===== src/hw/rtl/hbr_pkg.sv =====
// ----------------------------------------------------------------------------
// hbr_pkg: shared definitions of the byte range parser
// Widths, character codes, prefix text and the job record of the parse queue.
// ----------------------------------------------------------------------------
package hbr_pkg;

  localparam int HBR_SIZE_BITS   = 48;
  localparam int HBR_ACC_BITS    = 64;
  localparam int HBR_ACC_EXT     = HBR_ACC_BITS + 4;
  localparam int HBR_QUEUE_DEPTH = 2;
  localparam int HBR_PREFIX_LEN  = 6;

  localparam logic [7:0] CHAR_DASH  = 8'h2d;
  localparam logic [7:0] CHAR_ZERO  = 8'h30;
  localparam logic [7:0] CHAR_NINE  = 8'h39;

  // parse outcome flags handed from front to back
  typedef struct packed {
    logic syntax_error;
    logic prefix_done;
    logic dash_seen;
    logic left_present;
    logic right_present;
  } hbr_flags_t;

  typedef struct packed {
    hbr_flags_t              flags;
    logic [HBR_ACC_BITS-1:0] left_value;
    logic [HBR_ACC_BITS-1:0] right_value;
  } hbr_job_t;

  // expected character of the unit text "bytes=" at a given position
  function automatic logic [7:0] prefix_char(input logic [2:0] pos);
    logic [7:0] c;
    unique case (pos)
      3'd0:    c = 8'h62;
      3'd1:    c = 8'h79;
      3'd2:    c = 8'h74;
      3'd3:    c = 8'h65;
      3'd4:    c = 8'h73;
      3'd5:    c = 8'h3d;
      default: c = 8'h00;
    endcase
    return c;
  endfunction

endpackage


===== src/hw/rtl/hbr_in_if.sv =====
// ----------------------------------------------------------------------------
// hbr_in_if: header byte channel
// Valid/ready channel carrying one header byte, the resource size and a last flag.
// ----------------------------------------------------------------------------
interface hbr_in_if #(
  parameter int SizeBits = 48
);
  logic                valid;
  logic                ready;
  logic [7:0]          header_byte;
  logic [SizeBits-1:0] resource_size;
  logic                final_byte;

  modport source (output valid, header_byte, resource_size, final_byte, input ready);
  modport sink   (input valid, header_byte, resource_size, final_byte, output ready);
endinterface


===== src/hw/rtl/hbr_out_if.sv =====
// ----------------------------------------------------------------------------
// hbr_out_if: range result channel
// Valid/ready channel carrying the satisfiable flag and the inclusive offsets.
// ----------------------------------------------------------------------------
interface hbr_out_if #(
  parameter int SizeBits = 48
);
  logic                valid;
  logic                ready;
  logic                satisfiable;
  logic [SizeBits-1:0] first_offset;
  logic [SizeBits-1:0] final_offset;

  modport source (output valid, satisfiable, first_offset, final_offset, input ready);
  modport sink   (input valid, satisfiable, first_offset, final_offset, output ready);
endinterface


===== src/hw/rtl/hbr_front.sv =====
// ----------------------------------------------------------------------------
// hbr_front: header byte parser
// Matches the unit prefix, tracks the dash and accumulates both numbers.
// ----------------------------------------------------------------------------
module hbr_front (
  input  logic                                clk_i,
  input  logic                                rst_ni,
  input  logic                                byte_valid_i,
  input  logic [7:0]                          byte_i,
  input  logic                                final_i,
  input  logic                                queue_full_i,
  output logic                                byte_ready_o,
  output logic                                push_o,
  output hbr_pkg::hbr_job_t                   job_o
);
  import hbr_pkg::*;

  logic [2:0]              prefix_pos_q, prefix_pos_d;
  logic                    dash_q, dash_d;
  logic                    err_q, err_d;
  logic [HBR_ACC_BITS-1:0] left_q, left_d;
  logic [HBR_ACC_BITS-1:0] right_q, right_d;
  logic                    left_pres_q, left_pres_d;
  logic                    right_pres_q, right_pres_d;

  logic                    accept;
  logic                    is_digit;
  logic [3:0]              digit;
  logic [HBR_ACC_BITS-1:0] acc;
  logic [HBR_ACC_EXT-1:0]  acc_ext;
  logic [HBR_ACC_EXT-1:0]  acc_next;
  logic                    acc_ovf;

  assign byte_ready_o = !queue_full_i;
  assign accept       = byte_valid_i && byte_ready_o;

  assign is_digit = (byte_i >= CHAR_ZERO) && (byte_i <= CHAR_NINE);
  assign digit    = 4'(byte_i - CHAR_ZERO);
  assign acc      = dash_q ? right_q : left_q;
  assign acc_ext  = HBR_ACC_EXT'(acc);
  // times ten as shift-add, plus the digit
  assign acc_next = (acc_ext << 3) + (acc_ext << 1) + HBR_ACC_EXT'(digit);
  assign acc_ovf  = |acc_next[HBR_ACC_EXT-1:HBR_ACC_BITS];

  always_comb begin
    prefix_pos_d = prefix_pos_q;
    dash_d       = dash_q;
    err_d        = err_q;
    left_d       = left_q;
    right_d      = right_q;
    left_pres_d  = left_pres_q;
    right_pres_d = right_pres_q;
    if (!err_q) begin
      if (prefix_pos_q < 3'(HBR_PREFIX_LEN)) begin
        if (byte_i != prefix_char(prefix_pos_q)) begin
          err_d = 1'b1;
        end else begin
          prefix_pos_d = prefix_pos_q + 3'd1;
        end
      end else if (byte_i == CHAR_DASH) begin
        if (dash_q) begin
          err_d = 1'b1;
        end else begin
          dash_d = 1'b1;
        end
      end else if (is_digit) begin
        if (acc_ovf) begin
          err_d = 1'b1;
        end
        if (!dash_q) begin
          if (!acc_ovf) begin
            left_d = acc_next[HBR_ACC_BITS-1:0];
          end
          left_pres_d = 1'b1;
        end else begin
          if (!acc_ovf) begin
            right_d = acc_next[HBR_ACC_BITS-1:0];
          end
          right_pres_d = 1'b1;
        end
      end else begin
        err_d = 1'b1;
      end
    end
  end

  assign push_o                    = accept && final_i;
  assign job_o.flags.syntax_error  = err_d;
  assign job_o.flags.prefix_done   = (prefix_pos_d == 3'(HBR_PREFIX_LEN));
  assign job_o.flags.dash_seen     = dash_d;
  assign job_o.flags.left_present  = left_pres_d;
  assign job_o.flags.right_present = right_pres_d;
  assign job_o.left_value          = left_d;
  assign job_o.right_value         = right_d;

  always_ff @(posedge clk_i or negedge rst_ni) begin
    if (!rst_ni) begin
      prefix_pos_q <= '0;
      dash_q       <= 1'b0;
      err_q        <= 1'b0;
      left_q       <= '0;
      right_q      <= '0;
      left_pres_q  <= 1'b0;
      right_pres_q <= 1'b0;
    end else if (accept) begin
      if (final_i) begin
        // header done, start over for the next one
        prefix_pos_q <= '0;
        dash_q       <= 1'b0;
        err_q        <= 1'b0;
        left_q       <= '0;
        right_q      <= '0;
        left_pres_q  <= 1'b0;
        right_pres_q <= 1'b0;
      end else begin
        prefix_pos_q <= prefix_pos_d;
        dash_q       <= dash_d;
        err_q        <= err_d;
        left_q       <= left_d;
        right_q      <= right_d;
        left_pres_q  <= left_pres_d;
        right_pres_q <= right_pres_d;
      end
    end
  end

endmodule


===== src/hw/rtl/hbr_queue.sv =====
// ----------------------------------------------------------------------------
// hbr_queue: parse job queue
// Short register queue between the parser and the range evaluator.
// ----------------------------------------------------------------------------
module hbr_queue #(
  parameter int SizeBits = hbr_pkg::HBR_SIZE_BITS,
  parameter int Depth    = hbr_pkg::HBR_QUEUE_DEPTH
) (
  input  logic                clk_i,
  input  logic                rst_ni,
  input  logic                push_i,
  input  hbr_pkg::hbr_job_t   job_i,
  input  logic [SizeBits-1:0] size_i,
  output logic                full_o,
  input  logic                pop_i,
  output logic                valid_o,
  output hbr_pkg::hbr_job_t   job_o,
  output logic [SizeBits-1:0] size_o
);
  import hbr_pkg::*;

  localparam int PtrBits = (Depth > 1) ? $clog2(Depth) : 1;
  localparam int CntBits = $clog2(Depth + 1);

  hbr_job_t            job_mem [Depth];
  logic [SizeBits-1:0] size_mem [Depth];
  logic [PtrBits-1:0]  wr_ptr_q, rd_ptr_q;
  logic [CntBits-1:0]  count_q;
  logic                do_push, do_pop;

  assign full_o  = (count_q == CntBits'(Depth));
  assign valid_o = (count_q != '0);
  assign do_push = push_i && !full_o;
  assign do_pop  = pop_i && valid_o;
  assign job_o   = job_mem[rd_ptr_q];
  assign size_o  = size_mem[rd_ptr_q];

  always_ff @(posedge clk_i) begin
    if (do_push) begin
      job_mem[wr_ptr_q]  <= job_i;
      size_mem[wr_ptr_q] <= size_i;
    end
  end

  always_ff @(posedge clk_i or negedge rst_ni) begin
    if (!rst_ni) begin
      wr_ptr_q <= '0;
      rd_ptr_q <= '0;
      count_q  <= '0;
    end else begin
      if (do_push) begin
        wr_ptr_q <= (wr_ptr_q == PtrBits'(Depth - 1)) ? '0 : wr_ptr_q + 1'b1;
      end
      if (do_pop) begin
        rd_ptr_q <= (rd_ptr_q == PtrBits'(Depth - 1)) ? '0 : rd_ptr_q + 1'b1;
      end
      count_q <= count_q + CntBits'(do_push) - CntBits'(do_pop);
    end
  end

endmodule


===== src/hw/rtl/hbr_back.sv =====
// ----------------------------------------------------------------------------
// hbr_back: range evaluator
// Checks a parsed range against the resource size and registers the result.
// ----------------------------------------------------------------------------
module hbr_back #(
  parameter int SizeBits = hbr_pkg::HBR_SIZE_BITS
) (
  input  logic                clk_i,
  input  logic                rst_ni,
  input  logic                job_valid_i,
  input  hbr_pkg::hbr_job_t   job_i,
  input  logic [SizeBits-1:0] size_i,
  output logic                pop_o,
  output logic                res_valid_o,
  input  logic                res_ready_i,
  output logic                satisfiable_o,
  output logic [SizeBits-1:0] first_offset_o,
  output logic [SizeBits-1:0] final_offset_o
);
  import hbr_pkg::*;

  logic                    valid_q;
  logic                    sat_q, sat_d;
  logic [SizeBits-1:0]     first_q, first_d;
  logic [SizeBits-1:0]     last_q, last_d;
  logic [HBR_ACC_BITS-1:0] size_w, size_m1, end_w, first_w, last_w;
  logic                    base_ok, ok;

  assign pop_o = job_valid_i && (!valid_q || res_ready_i);

  assign size_w  = HBR_ACC_BITS'(size_i);
  assign size_m1 = size_w - HBR_ACC_BITS'(1);
  assign end_w   = job_i.flags.right_present ? job_i.right_value : size_m1;
  assign base_ok = !job_i.flags.syntax_error && job_i.flags.prefix_done &&
                   job_i.flags.dash_seen &&
                   (job_i.flags.left_present || job_i.flags.right_present) &&
                   (size_w != '0);

  always_comb begin
    if (!job_i.flags.left_present) begin
      // suffix form: last n bytes
      ok      = base_ok && (job_i.right_value != '0);
      first_w = (job_i.right_value >= size_w) ? '0 : size_w - job_i.right_value;
      last_w  = size_m1;
    end else begin
      ok      = base_ok && (job_i.left_value < size_w) && !(job_i.left_value > end_w);
      first_w = job_i.left_value;
      last_w  = (end_w < size_m1) ? end_w : size_m1;
    end
    sat_d   = ok;
    first_d = ok ? first_w[SizeBits-1:0] : '0;
    last_d  = ok ? last_w[SizeBits-1:0] : '0;
  end

  always_ff @(posedge clk_i or negedge rst_ni) begin
    if (!rst_ni) begin
      valid_q <= 1'b0;
    end else if (pop_o) begin
      valid_q <= 1'b1;
    end else if (res_ready_i) begin
      valid_q <= 1'b0;
    end
  end

  always_ff @(posedge clk_i) begin
    if (pop_o) begin
      sat_q   <= sat_d;
      first_q <= first_d;
      last_q  <= last_d;
    end
  end

  assign res_valid_o    = valid_q;
  assign satisfiable_o  = sat_q;
  assign first_offset_o = first_q;
  assign final_offset_o = last_q;

endmodule


===== src/hw/rtl/http_byte_range_parser.sv =====
// ----------------------------------------------------------------------------
// http_byte_range_parser: single byte range parser for an http range header
// Parses "bytes=" first-last, first- or -suffix and reports the inclusive range.
// ----------------------------------------------------------------------------
//  channel  dir  payload                                        moves per transfer
//  in_i     in   header_byte, resource_size, final_byte         one header byte
//  out_o    out  satisfiable, first_offset, final_offset        one range result
//
//  one header byte is taken per cycle while the queue is not full; the job of
//  the final byte is written into the queue, then into the evaluator register,
//  whose valid is the output valid
//  each digit passes the 68-bit times-ten shift-add of the digit accumulator
//  reset clears the parser state, the queue pointers and the output valid
//  a stalled output fills the two-entry queue; in_i.ready drops only when full
// ----------------------------------------------------------------------------
module http_byte_range_parser #(
  parameter int SIZE_BITS = hbr_pkg::HBR_SIZE_BITS
) (
  input  logic  clk_i,
  input  logic  rst_ni,
  hbr_in_if.sink    in_i,
  hbr_out_if.source out_o
);
  import hbr_pkg::*;

  // front to queue
  logic                 push;
  logic                 queue_full;
  hbr_job_t             push_job;

  // queue to back
  logic                 job_valid;
  logic                 pop;
  hbr_job_t             head_job;
  logic [SIZE_BITS-1:0] head_size;

  // parser: prefix match, dash tracking, number accumulation
  hbr_front u_front (
    .clk_i        (clk_i),
    .rst_ni       (rst_ni),
    .byte_valid_i (in_i.valid),
    .byte_i       (in_i.header_byte),
    .final_i      (in_i.final_byte),
    .queue_full_i (queue_full),
    .byte_ready_o (in_i.ready),
    .push_o       (push),
    .job_o        (push_job)
  );

  // short queue of finished headers so the parser waits on the output only when it is full
  hbr_queue #(
    .SizeBits (SIZE_BITS),
    .Depth    (HBR_QUEUE_DEPTH)
  ) u_queue (
    .clk_i   (clk_i),
    .rst_ni  (rst_ni),
    .push_i  (push),
    .job_i   (push_job),
    .size_i  (in_i.resource_size),
    .full_o  (queue_full),
    .pop_i   (pop),
    .valid_o (job_valid),
    .job_o   (head_job),
    .size_o  (head_size)
  );

  // range check against the size, result held in the output register
  hbr_back #(
    .SizeBits (SIZE_BITS)
  ) u_back (
    .clk_i          (clk_i),
    .rst_ni         (rst_ni),
    .job_valid_i    (job_valid),
    .job_i          (head_job),
    .size_i         (head_size),
    .pop_o          (pop),
    .res_valid_o    (out_o.valid),
    .res_ready_i    (out_o.ready),
    .satisfiable_o  (out_o.satisfiable),
    .first_offset_o (out_o.first_offset),
    .final_offset_o (out_o.final_offset)
  );

endmodule


===== src/flat_wrapper.sv =====
// flat-port wrapper written by rule: the top's interface ports become plain ports
module http_byte_range_parser_flat import hbr_pkg::*;
#(
  parameter int SIZE_BITS = hbr_pkg::HBR_SIZE_BITS
)
  (clk_i, rst_ni, in_i_valid, in_i_header_byte, in_i_resource_size, in_i_final_byte, in_i_ready, out_o_valid, out_o_satisfiable, out_o_first_offset, out_o_final_offset, out_o_ready);
  hbr_in_if #(.SizeBits(SIZE_BITS)) in_i_i ();
  hbr_out_if #(.SizeBits(SIZE_BITS)) out_o_i ();
  input  logic clk_i;
  input  logic rst_ni;
  input wire logic [$bits(in_i_i.valid)-1:0] in_i_valid;
  input wire logic [$bits(in_i_i.header_byte)-1:0] in_i_header_byte;
  input wire logic [$bits(in_i_i.resource_size)-1:0] in_i_resource_size;
  input wire logic [$bits(in_i_i.final_byte)-1:0] in_i_final_byte;
  output wire logic [$bits(in_i_i.ready)-1:0] in_i_ready;
  output wire logic [$bits(out_o_i.valid)-1:0] out_o_valid;
  output wire logic [$bits(out_o_i.satisfiable)-1:0] out_o_satisfiable;
  output wire logic [$bits(out_o_i.first_offset)-1:0] out_o_first_offset;
  output wire logic [$bits(out_o_i.final_offset)-1:0] out_o_final_offset;
  input wire logic [$bits(out_o_i.ready)-1:0] out_o_ready;
  assign in_i_i.valid = in_i_valid;
  assign in_i_i.header_byte = in_i_header_byte;
  assign in_i_i.resource_size = in_i_resource_size;
  assign in_i_i.final_byte = in_i_final_byte;
  assign in_i_ready = in_i_i.ready;
  assign out_o_valid = out_o_i.valid;
  assign out_o_satisfiable = out_o_i.satisfiable;
  assign out_o_first_offset = out_o_i.first_offset;
  assign out_o_final_offset = out_o_i.final_offset;
  assign out_o_i.ready = out_o_ready;
  http_byte_range_parser #(.SIZE_BITS(SIZE_BITS)) u_core (.clk_i(clk_i), .rst_ni(rst_ni), .in_i(in_i_i), .out_o(out_o_i));
endmodule

===== config.mk =====
export PLATFORM = sky130hd
export DESIGN_NAME = http_byte_range_parser_flat
export DESIGN_NICKNAME = d
export VERILOG_FILES = /design/src/hw/rtl/hbr_pkg.sv /design/src/hw/rtl/hbr_in_if.sv /design/src/hw/rtl/hbr_out_if.sv /design/src/hw/rtl/hbr_front.sv /design/src/hw/rtl/hbr_queue.sv /design/src/hw/rtl/hbr_back.sv /design/src/hw/rtl/http_byte_range_parser.sv /design/src/flat_wrapper.sv
export SDC_FILE = /design/constraint.sdc
export NUM_CORES = 2
export LEC_CHECK = 0
export ABC_AREA = 0
export BUFFER_PORTS_ARGS = -buffer_cell sky130_fd_sc_hd__buf_2
export CAP_MARGIN = 20
export CORE_AREA = 3 3 270 272
export CTS_BUF_LIST = sky130_fd_sc_hd__clkbuf_16
export CTS_CLUSTER_DIAMETER = 100
export DETAILED_ROUTE_END_ITERATION = 6
export DIE_AREA = 0 0 273 275
export HOLD_SLACK_MARGIN = 0.06
export PLACE_DENSITY = 0.86
export RECOVER_POWER = 50
export SETUP_SLACK_MARGIN = 0.5
export SLEW_MARGIN = 20
export SYNTH_ARGS = -nofsm -noshare
export SYNTH_HDL_FRONTEND = slang
export SYNTH_SLANG_ARGS = --single-unit

===== constraint.sdc =====
create_clock -name clk_i -period 8.45 [get_ports clk_i]
set_input_delay 0.4225 -clock clk_i [delete_from_list [all_inputs] [get_ports clk_i]]
set_output_delay 0.4225 -clock clk_i [all_outputs]
set_load 0.1 [all_outputs]

==> impl_metrics.yaml <==
status:
  status: "finished, violations left"
  violations: "design-rule violations, max-capacitance violations, max-slew violations"
global_route:
  met1_usage: 0.4441
  grt_pass1_wl_mm: 181.6
  track_usage: 0.3117
  grt-ovfl-total: 0
  grt_max_degree: 138
  top_usage_layer: "met2"
  grt_use_met2: 0.4880
  met3_usage: 0.04352
  antenna_found_initial: 1
  grt_pass1_vias: 30680
yosys:
  netlist_top_cells_area: "edfxtp_1 34%, ha_1 12%, dfrtp_1 8.7%"
  synthArstFlopShare: 0.2337
  syn_area_per_cell_um2: 10.49
  syn_inst: 3838
  synth-seq-area-share: 0.4292
  synth_nets: 4304
  synth_flop_cell: "edfxtp_1"
  ys_seq_elements: 599
  synth_top_area_share: 0.3422
  ys_types: 97
  syn-cell-area_um2: 40270
  synth_edf_count: 459
  synth_largest_area_cell: "edfxtp_1"
  yosys_warnings: 0
route:
  num_vias: 32100
  firstDrtPassIters: 7
  ant_nets: 0
  wire_per_inst_um: 24.24
  drc: 2
  drt_iter0_markers: 4036
  viasPerCell: 6.473
  routed_wl_mm: 120.2
placed_design:
  io_buffers: 159
  gp_congestion: 1.029
  hpwlAfterDp_mm: 88.23
power_and_ir_drop:
  cellLeakagePower_nw: 18.65
  powerDensity_nw_per_um2: 319.7
  irDropWorstVdd_uv: 308.5
clock_tree:
  clockBufferDepth: 3
  ctsHtreeMaxLevel: 2
  cts_root_buf: "clkbuf_16"
  ctsHoldBuffers: 50
  post_cts_buffers: 0
  cts_buffers: 60
  clock-sinks: 599
  clkTransAtPathRegs_ns: 0.07
  clk_latency_ns: 0.66
  cts_tree: "yes"
  cts_resized: 0
die:
  std_cell_rows: 98
  fp.dieArea_um2: 75080
  initial_core_util: 0.5673
  core-area_um2: 71000
  die-width_um: 273
  fp.dieH_um: 275
  pin_count: 160
sta:
  finalMaxSlewViolations: 510
  fmax_ghz: 0.1334
  relSlewSlack: -1.814
  max_slew.worst_pin.slew_ns: 4.221
  finalSetupViolCount: 0
  tns_ns: 0
  hold_viol: 0
  fin_crit_ns: 7.499
  period_share: 0.8874
  clock_skew_ns: 0.04340
  grt_setup_unrepaired: "no"
critical_path:
  cpPeakStageDelay_ns: 0.69
  cp-start-kind: "flip-flop"
  critPathRequiredTime_ns: 8.82
  path_cells: "mux2i_1, ha_1, o21ai_1, or3_1, or3_1, or3_1, nor4_1, xnor2_1, nor2_1, a21oi_1, inv_1, ha_1, nand4_1, or2_2, nor4_1, nand3_1, nor4b_2, a2111oi_2, nor2_4, buf_4, nor2_1"
  worst-setup-path-type: "reg -> reg"
  worst_setup_path_end_kind: "flip-flop"
  crit_arrival_ns: 7.87
  slowest_stage: "mux2i_1"
  cp_max_fo: 36
  critPathMostFrequentCell: "or3_1"
hold_path:
  hp-class: "in -> reg"
cells_and_area:
  diodes: 0
  fin_nets: 4423
  synthToLayoutAreaGrowth_pct: 9.547
  drive_above_1_share: 0.09703
  final_util: 0.6214
run:
  maxCapViolations: 9
[critical path: cells and delay by family (launching register included)]
kind | cells | cell delay, ns
AO/OA/AOI/OAI | 3 | 0.51
adder cells (fa/ha/maj) | 2 | 0.61
XOR/XNOR | 1 | 0.20
AND/OR/NAND/NOR | 12 | 3.91
buffers and inverters | 2 | 0.62
multiplexers | 1 | 0.69
flip-flops | 1 | 0.64
[flip-flops by register name, summed over array words and instances, names as in the netlist, 2 cells and up]
name and cells:
u_core.u_back.final_offset_o 48, u_core.u_queue.job_mem 266, u_core.u_queue.size_mem 96, u_core.u_front.right_q 64, u_core.u_back.first_offset_o 48, u_core.u_front.left_q 64
u_core.u_queue.count_q 2, u_core.u_front.prefix_pos_q 3
[synth_stat cells, types with 9 or more instances]
| library cell | instances |
|---|---|
| and2_1 | 14 |
| nor2_1 | 266 |
| inv_1 | 240 |
| dfrtp_1 | 140 |
| edfxtp_1 | 459 |
| nand4_1 | 76 |
| nand2_1 | 256 |
| or3_1 | 19 |
| nor3b_1 | 15 |
| nor4_1 | 31 |
| clkbuf_1 | 111 |
| a21oi_1 | 223 |
| nor3_1 | 60 |
| o21bai_1 | 12 |
| o21ai_0 | 240 |
| buf_6 | 14 |
| a22o_1 | 123 |
| a211o_1 | 9 |
| buf_2 | 58 |
| nand3_1 | 51 |
| a211oi_2 | 28 |
| a22oi_1 | 44 |
| o21a_1 | 31 |
| a31oi_1 | 16 |
| xor2_1 | 69 |
| mux2_2 | 157 |
| ha_1 | 402 |
| nor2b_1 | 28 |
| nand2b_1 | 26 |
| o211ai_1 | 20 |
| a21o_1 | 125 |
| mux2i_1 | 118 |
| a211oi_1 | 21 |
| and3_1 | 16 |
| o31ai_1 | 13 |
| xnor2_1 | 133 |
[final cells by class]
type | count | area (um^2)
clock buffer | 60 | 1501
clock inverter | 54 | 514.2
fill | 5511 | 26880
inverter | 241 | 904.6
multi-input combinational | 2805 | 21250
sequential | 599 | 17290
tap | 950 | 1189
timing repair buffer | 250 | 1473
[final timing paths]
kind	cells past startpoint	end	slack (ns)	startpoint
setup / recovery	21	u_core.u_back.first_offset_o[35]$_SDFFCE_PN0P_	0.95	u_core.u_queue.rd_ptr_q$_DFFE_PN0P_
min in group asynchronous	2	u_core.u_front.left_q[59]$_DFFE_PN0P_	1.80	rst_ni
setup reg to reg	21	u_core.u_back.first_offset_o[35]$_SDFFCE_PN0P_	0.95	u_core.u_queue.rd_ptr_q$_DFFE_PN0P_
max in group asynchronous	3	u_core.u_queue.rd_ptr_q$_DFFE_PN0P_	2.95	rst_ni
hold reg to reg	1	u_core.u_queue.wr_ptr_q$_DFFE_PN0P_	0.50	u_core.u_queue.wr_ptr_q$_DFFE_PN0P_
hold / removal	2	u_core.u_front.right_q[0]$_DFFE_PN0P_	0.17	in_i_header_byte[0]
[per-layer routing]
layer  up-vias  part of all wire
met5         -                 0
met4         0             0.041
met3       253             0.096
met2      1927              0.45
met1     15460              0.42
li1      14460                 -
[where the power goes]
group	total, mW	internal [mW]	switching [mW]	leakage (nW)
logic	7.52	2.29	5.23	11.4
clock network	2.70	1.50	1.20	1.01
registers	3.89	3.69	0.197	6.25
[metrics by stage]
stage               hold slack, ns  worst slack [ns]  total power [mW]  std cells  instance area, um^2
floorplan                   0.1269             1.438             9.427       3838                40280
global placement            0.4774             1.338             11.15       4795                41830
detailed placement          0.4914             1.137             11.21       4795                41830
CTS                         0.1448             1.134             13.95       4959                44340
global route                0.1607            0.5669             14.79       4959                44120
finish                      0.1689            0.9514             14.11       4959                44120
[placed cells by master, fill, tap and decap left out, types with 26 or more instances in the layout]
cell type and count:
edfxtp_1 459, ha_1 402, nor2_1 266, nand2_1 256, inv_1 252, o21ai_0 240, a21oi_1 222, mux2_2 157
clkbuf_1 151, dfrtp_1 139, xnor2_1 133, a21o_1 123, a22o_1 123, mux2i_1 116, nand4_1 76, xor2_1 69
nor3_1 60, clkbuf_16 60, nand3_1 51, dlygate4sd3_1 50, a22oi_1 44, nor4_1 31, o21a_1 31, nor2b_1 28
a211oi_2 28, buf_4 28, nand2b_1 26
[cell families after synthesis]
| logic type | Yosys count | synth area share |
|---|---|---|
| simple gates | 906 | 0.1087 |
| xor+xnor | 202 | 0.04393 |
| flops | 599 | 0.4292 |
| mux | 288 | 0.07764 |
| compound gates | 1003 | 0.1688 |
| buf+inv | 434 | 0.04505 |
| fa+ha+maj | 406 | 0.1266 |
Power figures use the tool's default switching activity.
